### src/sv/tcpq_pkg.sv
// shared types and constants of the three-class priority queue
`timescale 1ns / 1ps

package tcpq_pkg;

    localparam int VAL_W  = 32;
    localparam int CLS_W  = 2;
    localparam int CAP_W  = 7;
    localparam int OCC_W  = 7;
    localparam int NCLASS = 3;

    localparam logic [CAP_W-1:0] CAP_RESET = 7'd64;

    localparam logic OP_ENQ = 1'b0;
    localparam logic OP_DEQ = 1'b1;

    localparam logic [CLS_W-1:0] CLS_HIGH = 2'd0;
    localparam logic [CLS_W-1:0] CLS_MED  = 2'd1;
    localparam logic [CLS_W-1:0] CLS_LOW  = 2'd2;

    typedef enum logic {
        S_IDLE,
        S_UPD
    } t_state;

    typedef struct packed {
        logic accept;
        logic commit;
    } t_dp_cmd;

endpackage

### src/sv/tcpq_ctrl.sv
// controller: operation sequencing and output word handshake
`timescale 1ns / 1ps

module tcpq_ctrl
    import tcpq_pkg::*;
(
    input  logic    i_clk,
    input  logic    i_rst_n,
    input  logic    i_in_valid,
    output logic    o_in_ready,
    output logic    o_out_valid,
    input  logic    i_out_ready,
    output t_dp_cmd o_cmd
);

    t_state r_state;
    t_state n_state;
    logic   r_out_valid;
    logic   n_out_valid;
    logic   w_commit;

    // result may be loaded once the output register is free or being emptied
    assign w_commit = (r_state == S_UPD) && (!r_out_valid || i_out_ready);

    always_comb begin
        n_state = r_state;
        unique case (r_state)
            S_IDLE: begin
                if (i_in_valid) begin
                    n_state = S_UPD;
                end
            end
            S_UPD: begin
                if (w_commit) begin
                    n_state = S_IDLE;
                end
            end
            default: n_state = S_IDLE;
        endcase
    end

    always_comb begin
        o_in_ready   = (r_state == S_IDLE);
        o_cmd.accept = (r_state == S_IDLE) && i_in_valid;
        o_cmd.commit = w_commit;
        if (w_commit) begin
            n_out_valid = 1'b1;
        end else if (i_out_ready) begin
            n_out_valid = 1'b0;
        end else begin
            n_out_valid = r_out_valid;
        end
    end

    always_ff @(posedge i_clk) begin
        if (!i_rst_n) begin
            r_state     <= S_IDLE;
            r_out_valid <= 1'b0;
        end else begin
            r_state     <= n_state;
            r_out_valid <= n_out_valid;
        end
    end

    assign o_out_valid = r_out_valid;

    a_accept_moves: assert property (@(posedge i_clk) disable iff (!i_rst_n)
        (r_state == S_IDLE && i_in_valid) |=> (r_state == S_UPD))
        else $error("accepted word did not enter update");

    a_valid_from_upd: assert property (@(posedge i_clk) disable iff (!i_rst_n)
        $rose(r_out_valid) |-> $past(r_state == S_UPD))
        else $error("result raised outside update");

    a_stall_holds: assert property (@(posedge i_clk) disable iff (!i_rst_n)
        (r_state == S_UPD && r_out_valid && !i_out_ready) |=> (r_state == S_UPD))
        else $error("update left while output blocked");

endmodule

### src/sv/tcpq_dp.sv
// datapath: slot memories, class lists, free list, count and result register
`timescale 1ns / 1ps

module tcpq_dp
    import tcpq_pkg::*;
#(
    parameter int DEPTH = 64
) (
    input  logic                    i_clk,
    input  logic                    i_rst_n,
    input  t_dp_cmd                 i_cmd,
    input  logic                    i_cfg_we,
    input  logic [CAP_W-1:0]        i_cfg_capacity_limit,
    input  logic                    i_kind,
    input  logic signed [VAL_W-1:0] i_item_value,
    input  logic [CLS_W-1:0]        i_priority_class,
    output logic                    o_accepted,
    output logic signed [VAL_W-1:0] o_removed_value,
    output logic [CLS_W-1:0]        o_removed_class,
    output logic [OCC_W-1:0]        o_occupancy,
    output logic                    o_is_empty,
    output logic                    o_is_full
);

    localparam int AW = $clog2(DEPTH);
    localparam int CW = $clog2(DEPTH + 1);
    localparam logic [CW-1:0] DepthCnt = CW'(DEPTH);
    localparam logic [AW-1:0] LastSlot = AW'(DEPTH - 1);

    // slot memories
    logic [VAL_W-1:0] r_val_mem  [DEPTH];
    logic [AW-1:0]    r_link_mem [DEPTH];
    logic [VAL_W-1:0] r_val_q;
    logic [AW-1:0]    r_link_q;

    // list state
    logic [AW-1:0]    r_head [NCLASS];
    logic [AW-1:0]    n_head [NCLASS];
    logic [AW-1:0]    r_tail [NCLASS];
    logic [AW-1:0]    n_tail [NCLASS];
    logic [NCLASS-1:0] r_nonempty;
    logic [NCLASS-1:0] n_nonempty;
    logic [AW-1:0]    r_free_head;
    logic [AW-1:0]    n_free_head;
    logic [CW-1:0]    r_count;
    logic [CW-1:0]    n_count;
    // slots at or above this mark were never allocated; their link is slot + 1, or 0 for the last slot
    logic [AW:0]      r_fresh;
    logic [AW:0]      n_fresh;
    logic [CAP_W-1:0] r_cap;

    // latched word
    logic             r_kind;
    logic [VAL_W-1:0] r_value;
    logic [CLS_W-1:0] r_cls;
    logic [CLS_W-1:0] r_deq_cls;
    logic             r_deq_any;
    logic [AW-1:0]    r_addr;

    logic [CLS_W-1:0] w_in_cls;
    logic [CLS_W-1:0] w_top_cls;
    logic [AW-1:0]    w_rd_addr;
    logic [AW-1:0]    w_link_rd;
    logic             w_ok;
    logic             w_val_we;
    logic             w_link_we;
    logic [AW-1:0]    w_link_waddr;
    logic [AW-1:0]    w_link_wdata;
    logic [VAL_W-1:0] w_rm_value;
    logic [CLS_W-1:0] w_rm_class;
    logic [CW+CAP_W-1:0] w_cnt_ext;

    function automatic logic at_limit(input logic [CW-1:0] cnt, input logic [CAP_W-1:0] cap);
        logic [CW+CAP_W-1:0] c_ext;
        logic [CW+CAP_W-1:0] l_ext;
        c_ext = {{CAP_W{1'b0}}, cnt};
        l_ext = {{CW{1'b0}}, cap};
        return (c_ext >= l_ext) || (cnt >= DepthCnt);
    endfunction

    // unknown class code folds into low
    assign w_in_cls = (i_priority_class == CLS_HIGH || i_priority_class == CLS_MED)
                      ? i_priority_class : CLS_LOW;

    always_comb begin
        priority if (r_nonempty[CLS_HIGH]) begin
            w_top_cls = CLS_HIGH;
        end else if (r_nonempty[CLS_MED]) begin
            w_top_cls = CLS_MED;
        end else begin
            w_top_cls = CLS_LOW;
        end
    end

    assign w_rd_addr = (i_kind == OP_DEQ) ? r_head[w_top_cls] : r_free_head;

    always_comb begin
        if ({1'b0, r_addr} >= r_fresh) begin
            w_link_rd = (r_addr == LastSlot) ? '0 : r_addr + AW'(1);
        end else begin
            w_link_rd = r_link_q;
        end
    end

    always_comb begin
        n_head       = r_head;
        n_tail       = r_tail;
        n_nonempty   = r_nonempty;
        n_free_head  = r_free_head;
        n_count      = r_count;
        n_fresh      = r_fresh;
        w_ok         = 1'b0;
        w_val_we     = 1'b0;
        w_link_we    = 1'b0;
        w_link_waddr = r_addr;
        w_link_wdata = r_free_head;
        w_rm_value   = '0;
        w_rm_class   = CLS_HIGH;
        if (r_kind == OP_ENQ) begin
            w_ok = (r_count == '0) || !at_limit(r_count, r_cap);
            if (w_ok) begin
                w_val_we    = 1'b1;
                n_free_head = w_link_rd;
                if (r_nonempty[r_cls]) begin
                    w_link_we    = 1'b1;
                    w_link_waddr = r_tail[r_cls];
                    w_link_wdata = r_addr;
                end else begin
                    n_head[r_cls]     = r_addr;
                    n_nonempty[r_cls] = 1'b1;
                end
                n_tail[r_cls] = r_addr;
                n_count       = r_count + CW'(1);
                if ({1'b0, r_addr} == r_fresh) begin
                    n_fresh = r_fresh + (AW + 1)'(1);
                end
            end
        end else begin
            w_ok = r_deq_any;
            if (w_ok) begin
                w_rm_value = r_val_q;
                w_rm_class = r_deq_cls;
                if (r_addr == r_tail[r_deq_cls]) begin
                    n_nonempty[r_deq_cls] = 1'b0;
                end else begin
                    n_head[r_deq_cls] = w_link_rd;
                end
                // freed slot goes on top of the free list
                w_link_we    = 1'b1;
                w_link_waddr = r_addr;
                w_link_wdata = r_free_head;
                n_free_head  = r_addr;
                n_count      = r_count - CW'(1);
            end
        end
    end

    assign w_cnt_ext = {{CAP_W{1'b0}}, n_count};

    // memories
    always_ff @(posedge i_clk) begin
        if (i_cmd.accept) begin
            r_val_q  <= r_val_mem[w_rd_addr];
            r_link_q <= r_link_mem[w_rd_addr];
        end
        if (i_cmd.commit && w_val_we) begin
            r_val_mem[r_addr] <= r_value;
        end
        if (i_cmd.commit && w_link_we) begin
            r_link_mem[w_link_waddr] <= w_link_wdata;
        end
    end

    // latched word and result register
    always_ff @(posedge i_clk) begin
        if (i_cmd.accept) begin
            r_kind    <= i_kind;
            r_value   <= i_item_value;
            r_cls     <= w_in_cls;
            r_deq_cls <= w_top_cls;
            r_deq_any <= |r_nonempty;
            r_addr    <= w_rd_addr;
        end
        if (i_cmd.commit) begin
            o_accepted      <= w_ok;
            o_removed_value <= w_rm_value;
            o_removed_class <= w_rm_class;
            o_occupancy     <= w_cnt_ext[OCC_W-1:0];
            o_is_empty      <= (n_count == '0);
            o_is_full       <= at_limit(n_count, r_cap);
        end
    end

    // control state
    always_ff @(posedge i_clk) begin
        if (!i_rst_n) begin
            for (int i = 0; i < NCLASS; i++) begin
                r_head[i] <= '0;
                r_tail[i] <= '0;
            end
            r_nonempty  <= '0;
            r_free_head <= '0;
            r_count     <= '0;
            r_fresh     <= '0;
            r_cap       <= CAP_RESET;
        end else begin
            if (i_cmd.commit) begin
                r_head      <= n_head;
                r_tail      <= n_tail;
                r_nonempty  <= n_nonempty;
                r_free_head <= n_free_head;
                r_count     <= n_count;
                r_fresh     <= n_fresh;
            end
            if (i_cfg_we) begin
                r_cap <= i_cfg_capacity_limit;
            end
        end
    end

    a_count_bound: assert property (@(posedge i_clk) disable iff (!i_rst_n)
        r_count <= DepthCnt)
        else $error("entry count above depth");

    a_empty_match: assert property (@(posedge i_clk) disable iff (!i_rst_n)
        (r_count == '0) == (r_nonempty == '0))
        else $error("count and class lists disagree on empty");

    a_fresh_cover: assert property (@(posedge i_clk) disable iff (!i_rst_n)
        (AW + 1)'(r_count) <= r_fresh)
        else $error("more entries than slots ever allocated");

endmodule

### src/sv/three_class_priority_queue.sv
// an accepted word is latched with its slot read; the update loads the result once output is free
// a new word is taken only when idle, after the last one commits, so slot memories stay single-port
// a finished result waits in the output register while the next word is accepted
// reset is synchronous: queue empty, capacity limit back to 64, memories keep their contents
// no clearing pass; never-allocated slots are tracked by a fresh-slot mark
`timescale 1ns / 1ps

module three_class_priority_queue
    import tcpq_pkg::*;
#(
    parameter int DEPTH = 64
) (
    input  logic                    i_clk,
    input  logic                    i_rst_n,
    input  logic                    i_in_valid,
    output logic                    o_in_ready,
    input  logic                    i_kind,
    input  logic signed [VAL_W-1:0] i_item_value,
    input  logic [CLS_W-1:0]        i_priority_class,
    output logic                    o_out_valid,
    input  logic                    i_out_ready,
    output logic                    o_accepted,
    output logic signed [VAL_W-1:0] o_removed_value,
    output logic [CLS_W-1:0]        o_removed_class,
    output logic [OCC_W-1:0]        o_occupancy,
    output logic                    o_is_empty,
    output logic                    o_is_full,
    input  logic                    i_cfg_valid,
    output logic                    o_cfg_ready,
    input  logic [CAP_W-1:0]        i_cfg_capacity_limit
);

    t_dp_cmd w_cmd;

    assign o_cfg_ready = 1'b1;

    tcpq_ctrl u_ctrl (
        .i_clk       (i_clk),
        .i_rst_n     (i_rst_n),
        .i_in_valid  (i_in_valid),
        .o_in_ready  (o_in_ready),
        .o_out_valid (o_out_valid),
        .i_out_ready (i_out_ready),
        .o_cmd       (w_cmd)
    );

    tcpq_dp #(
        .DEPTH (DEPTH)
    ) u_dp (
        .i_clk                (i_clk),
        .i_rst_n              (i_rst_n),
        .i_cmd                (w_cmd),
        .i_cfg_we             (i_cfg_valid && o_cfg_ready),
        .i_cfg_capacity_limit (i_cfg_capacity_limit),
        .i_kind               (i_kind),
        .i_item_value         (i_item_value),
        .i_priority_class     (i_priority_class),
        .o_accepted           (o_accepted),
        .o_removed_value      (o_removed_value),
        .o_removed_class      (o_removed_class),
        .o_occupancy          (o_occupancy),
        .o_is_empty           (o_is_empty),
        .o_is_full            (o_is_full)
    );

endmodule
### config.mk
export PLATFORM = sky130hd
export DESIGN_NAME = three_class_priority_queue
export DESIGN_NICKNAME = d
export VERILOG_FILES = /design/src/sv/tcpq_pkg.sv /design/src/sv/tcpq_ctrl.sv /design/src/sv/tcpq_dp.sv /design/src/sv/three_class_priority_queue.sv
export SDC_FILE = /design/constraint.sdc
export NUM_CORES = 2
export LEC_CHECK = 0
export BUFFER_PORTS_ARGS = -buffer_cell sky130_fd_sc_hd__buf_2
export CAP_MARGIN = 0
export CORE_MARGIN = 2
export CORE_UTILIZATION = 57
export DETAILED_ROUTE_END_ITERATION = 8
export PLACE_DENSITY = 0.76
export SKIP_LAST_GASP = 1
export SLEW_MARGIN = 20
export SYNTH_ARGS = -nofsm -noshare
export SYNTH_HDL_FRONTEND = slang
export SYNTH_HIERARCHICAL = 1
export SYNTH_SLANG_ARGS = --single-unit
export TNS_END_PERCENT = 50
### constraint.sdc
create_clock -name i_clk -period 5.1 [get_ports i_clk]
set_clock_uncertainty 0.15 [all_clocks]
set_input_delay 0.51 -clock i_clk [delete_from_list [all_inputs] [get_ports i_clk]]
set_output_delay 0.51 -clock i_clk [all_outputs]
set_load 0.02 [all_outputs]
==> results.json <==
{
  "outcome": "complete, no violations",
  "netlist-cell-type-count": 76,
  "groute.layer.met1.usage_pct": 40.50,
  "synth-warning-count": 6,
  "dpl_cell_area_um2": 108800,
  "critical_path.endpoint_type": "flop",
  "number_of_placement_rows": 156,
  "finish.instance_area_um2": 117600,
  "grt.busiest_layer": "met2",
  "hold_slack_final_ns": 0.1266,
  "drt_iter0_drc": 11450,
  "crit_path_max_fanout": 18,
  "synth_enable_flop_cells": 2558,
  "gr-total-overflow": 0,
  "max_cap_viol_count": 0,
  "syn_area_per_cell_um2": 13.14,
  "route.detailed.vias_per_inst": 6.460,
  "clock_insertion_delay_worst_skew_ns": 0.93,
  "postSynthNetCount": 8003,
  "clock_tree.htree_level_count": 5,
  "final-setup-viol-count": 0,
  "grt_util_met2_pct": 48.46,
  "grt_usage_pct": 30.61,
  "worst_pin_slew_ns": 1.144,
  "crit_type": "reg2reg",
  "syn_inst": 7932,
  "cts.root.buffer_cell": "sky130_fd_sc_hd__clkbuf_16",
  "synth.cell_area_um2": 104300,
  "maximum_number_of_pins_on_one_net_before_global_route_repair": 205,
  "initial_cell_density_of_the_core_pct": 57.50,
  "finalNetCount": 8170,
  "clock_sink_count": 2626,
  "post_synthesis_sequential_area_ratio_pct": 74.98,
  "die_x_um": 431.7,
  "groute.layer.met3.usage_pct": 6.610,
  "detail-route-antenna-nets": 0,
  "worst-endpoint-arrival_ns": 5.00,
  "number_of_global_route_vias_before_repair": 65900,
  "fmaxAchievable_ghz": 0.2224,
  "asr_flop_ratio_synth_pct": 0,
  "route.detailed.wl_per_inst_um": 27.21,
  "remaining_drc_errors": 0,
  "setup.worst_path.start_class": "flop",
  "gpl.final_weighted_congestion": 0.8806,
  "fp.dieArea_um2": 186400,
  "layout-area-overhead-vs-synth_pct": 12.76,
  "finish.utilization_pct": 64.84,
  "fin_ws_ns": 0.6030,
  "dp_worst_setup_slack_ns": 0.7075,
  "power.static_leakage_nw": 39.08,
  "powerDensity_nw_per_um2": 378.7,
  "grt_first_pass_wirelength_mm": 420.9,
  "cts_setup_buffers": 0,
  "clk_pin_slew_worst_setup_hold_paths_ns": 0.07,
  "timing.slew.headroom_pct": 23.76,
  "finalMaxSlewViolations": 0,
  "design.core.area_um2": 181300,
  "number_of_iterations_in_the_first_detailed_routing_pass": 7,
  "detailroute.via_count": 68830,
  "synth_seq_cells": 2626,
  "worstPathRequired_ns": 5.60,
  "report.power.total_w": 0.04452,
  "setup_repair_after_global_routing_missed_its_margin": "false",
  "ir_worst_vdd_mv": 0.2514,
  "min_period_ns": 4.497,
  "min-delay-path-class": "in2reg",
  "cts_tree": "built",
  "fin_crit_sh_pct": 88.18,
  "boundary_pin_count": 94,
  "portBuffers": 92,
  "layout-drive-gt1-share_pct": 9.577,
  "dp_hpwl_mm": 158.2,
  "clk_path_buf_depth": 4,
  "finalHoldViolCount": 0,
  "ys.flop_type": "sky130_fd_sc_hd__edfxtp_1",
  "die_extent_in_y_um": 431.7,
  "antenna_found_initial": 19,
  "cts_inserted_buffers": 278,
  "detail_route.wirelength_mm": 289.9
}
[layout by cell type (no fill, tap or decap), types with 62 or more instances in the layout]
master and count:
sky130_fd_sc_hd__a21oi_1 62, sky130_fd_sc_hd__a32oi_1 68, sky130_fd_sc_hd__buf_12 71, sky130_fd_sc_hd__buf_2 92
sky130_fd_sc_hd__buf_4 168, sky130_fd_sc_hd__clkbuf_1 70, sky130_fd_sc_hd__clkbuf_16 286, sky130_fd_sc_hd__dfxtp_1 66
sky130_fd_sc_hd__edfxtp_1 2558, sky130_fd_sc_hd__mux2i_1 236, sky130_fd_sc_hd__nand2_1 2323, sky130_fd_sc_hd__nand3_1 1007
sky130_fd_sc_hd__nand4_1 282, sky130_fd_sc_hd__nor2_1 139, sky130_fd_sc_hd__nor2_4 65, sky130_fd_sc_hd__o21ai_0 127
sky130_fd_sc_hd__o22ai_1 101
[worst max-delay path, cell delays in order (launching register included)]
cell and delay, ns:
sky130_fd_sc_hd__dfxtp_1 0.71, sky130_fd_sc_hd__mux2i_4 0.31, sky130_fd_sc_hd__buf_4 0.26, sky130_fd_sc_hd__o221a_4 0.42
sky130_fd_sc_hd__inv_2 0.24, sky130_fd_sc_hd__nor2_4 0.27, sky130_fd_sc_hd__buf_4 0.23, sky130_fd_sc_hd__buf_4 0.28
sky130_fd_sc_hd__buf_4 0.30, sky130_fd_sc_hd__nand3_1 0.10, sky130_fd_sc_hd__nand4_1 0.14, sky130_fd_sc_hd__o22ai_1 0.19
sky130_fd_sc_hd__or4_1 0.58
[layer usage]
metal	share of wire, %	vias up
li1	-	29470
met1	35	33540
met2	47	4983
met3	12	831
met4	5.2	8
met5	0.020	-
[report_power, final]
part / internal [W] / switching, W / leakage (nW)
clock network: 0.0107 / 0.00798 / 3.99
logic: 0.000495 / 0.00140 / 11.3
registers: 0.0238 / 0.0000893 / 23.8
[logic make-up after synthesis]
logic type | Yosys count | share of synthesized area, %
AO/OA/AOI/OAI | 491 | 3.144
XOR/XNOR | 21 | 0.1764
adder cells (fa/ha/maj) | 24 | 0.2880
buffers and inverters | 530 | 2.116
flip-flops | 2626 | 74.98
multiplexers | 258 | 2.615
other | 1 | 0.003597
AND/OR/NAND/NOR | 3981 | 16.68
[state kept, by name (all words and copies together), names as in the netlist, 18 cells and up]
name	cells
u_dp/r_link_mem	384
u_dp/r_tail	18
u_dp/r_value	32
u_dp/r_val_q	32
u_dp/o_removed_value	32
u_dp/r_val_mem	2048
u_dp/r_head	18
[cells in the mapped netlist (12+ instances only)]
master                        n  area (um2)
sky130_fd_sc_hd__edfxtp_1  2558       76810
sky130_fd_sc_hd__o22ai_1    101       631.9
sky130_fd_sc_hd__o221ai_1    21       183.9
sky130_fd_sc_hd__nand2_1   2328        8738
sky130_fd_sc_hd__ha_1        24       300.3
sky130_fd_sc_hd__clkbuf_1   320        1201
sky130_fd_sc_hd__nand4_1    282        1764
sky130_fd_sc_hd__nand3_1   1007        5040
sky130_fd_sc_hd__a31oi_1     19       118.9
sky130_fd_sc_hd__nand2b_1    14       87.58
sky130_fd_sc_hd__inv_1       25       93.84
sky130_fd_sc_hd__nor2_1     200       750.7
sky130_fd_sc_hd__o21ai_0    129       645.6
sky130_fd_sc_hd__a32oi_1     68       595.6
sky130_fd_sc_hd__nor2b_1     12       75.07
sky130_fd_sc_hd__a21oi_1     63       315.3
sky130_fd_sc_hd__buf_1       50       187.7
sky130_fd_sc_hd__or4_1       36       270.3
sky130_fd_sc_hd__buf_2      106       530.5
sky130_fd_sc_hd__mux2i_1    236        2362
sky130_fd_sc_hd__nor3_1      21       105.1
sky130_fd_sc_hd__buf_4       20       150.1
sky130_fd_sc_hd__and3_1      42       262.8
sky130_fd_sc_hd__dfxtp_1     68        1361
sky130_fd_sc_hd__xnor2_1     15       131.4
[final timing paths]
kind,slack (ns),endpoint,startpoint,depth (start not counted)
worst min-delay path,0.13,u_dp/r_value[23],i_item_value[23],2
worst max-delay path,0.60,u_dp/r_link_q[0],u_dp/r_nonempty[1],12
worst min register to register,0.31,u_dp/r_head[16],u_dp/r_head[16],2
worst max register to register,0.60,u_dp/r_link_q[0],u_dp/r_nonempty[1],12
[stage by stage]
step / TNS, ns / std cells
after floorplan: -31.59 / 7932
after global placement: 0 / 10140
after detailed placement: 0 / 10140
after CTS: 0 / 10650
after global routing: 0 / 10650
final: 0 / 10660
[area by class of cell]
class	instances	area, um2
clock inverters	105	760.7
well taps	2370	2965
inverters	32	127.6
clock buffers	356	7420
flip-flops and latches	2626	78180
repair buffers	385	3684
diodes	5	12.51
fillers	12220	63760
multi-input cells	4776	24420
[what timing repair did]
action | 4_1_cts | 5_1_grt
hold buffers | 54 | 0
gates resized for setup | 0 | 0
endpoints found under the hold margin | 54 | 0
(Power assumes the default switching activity.)
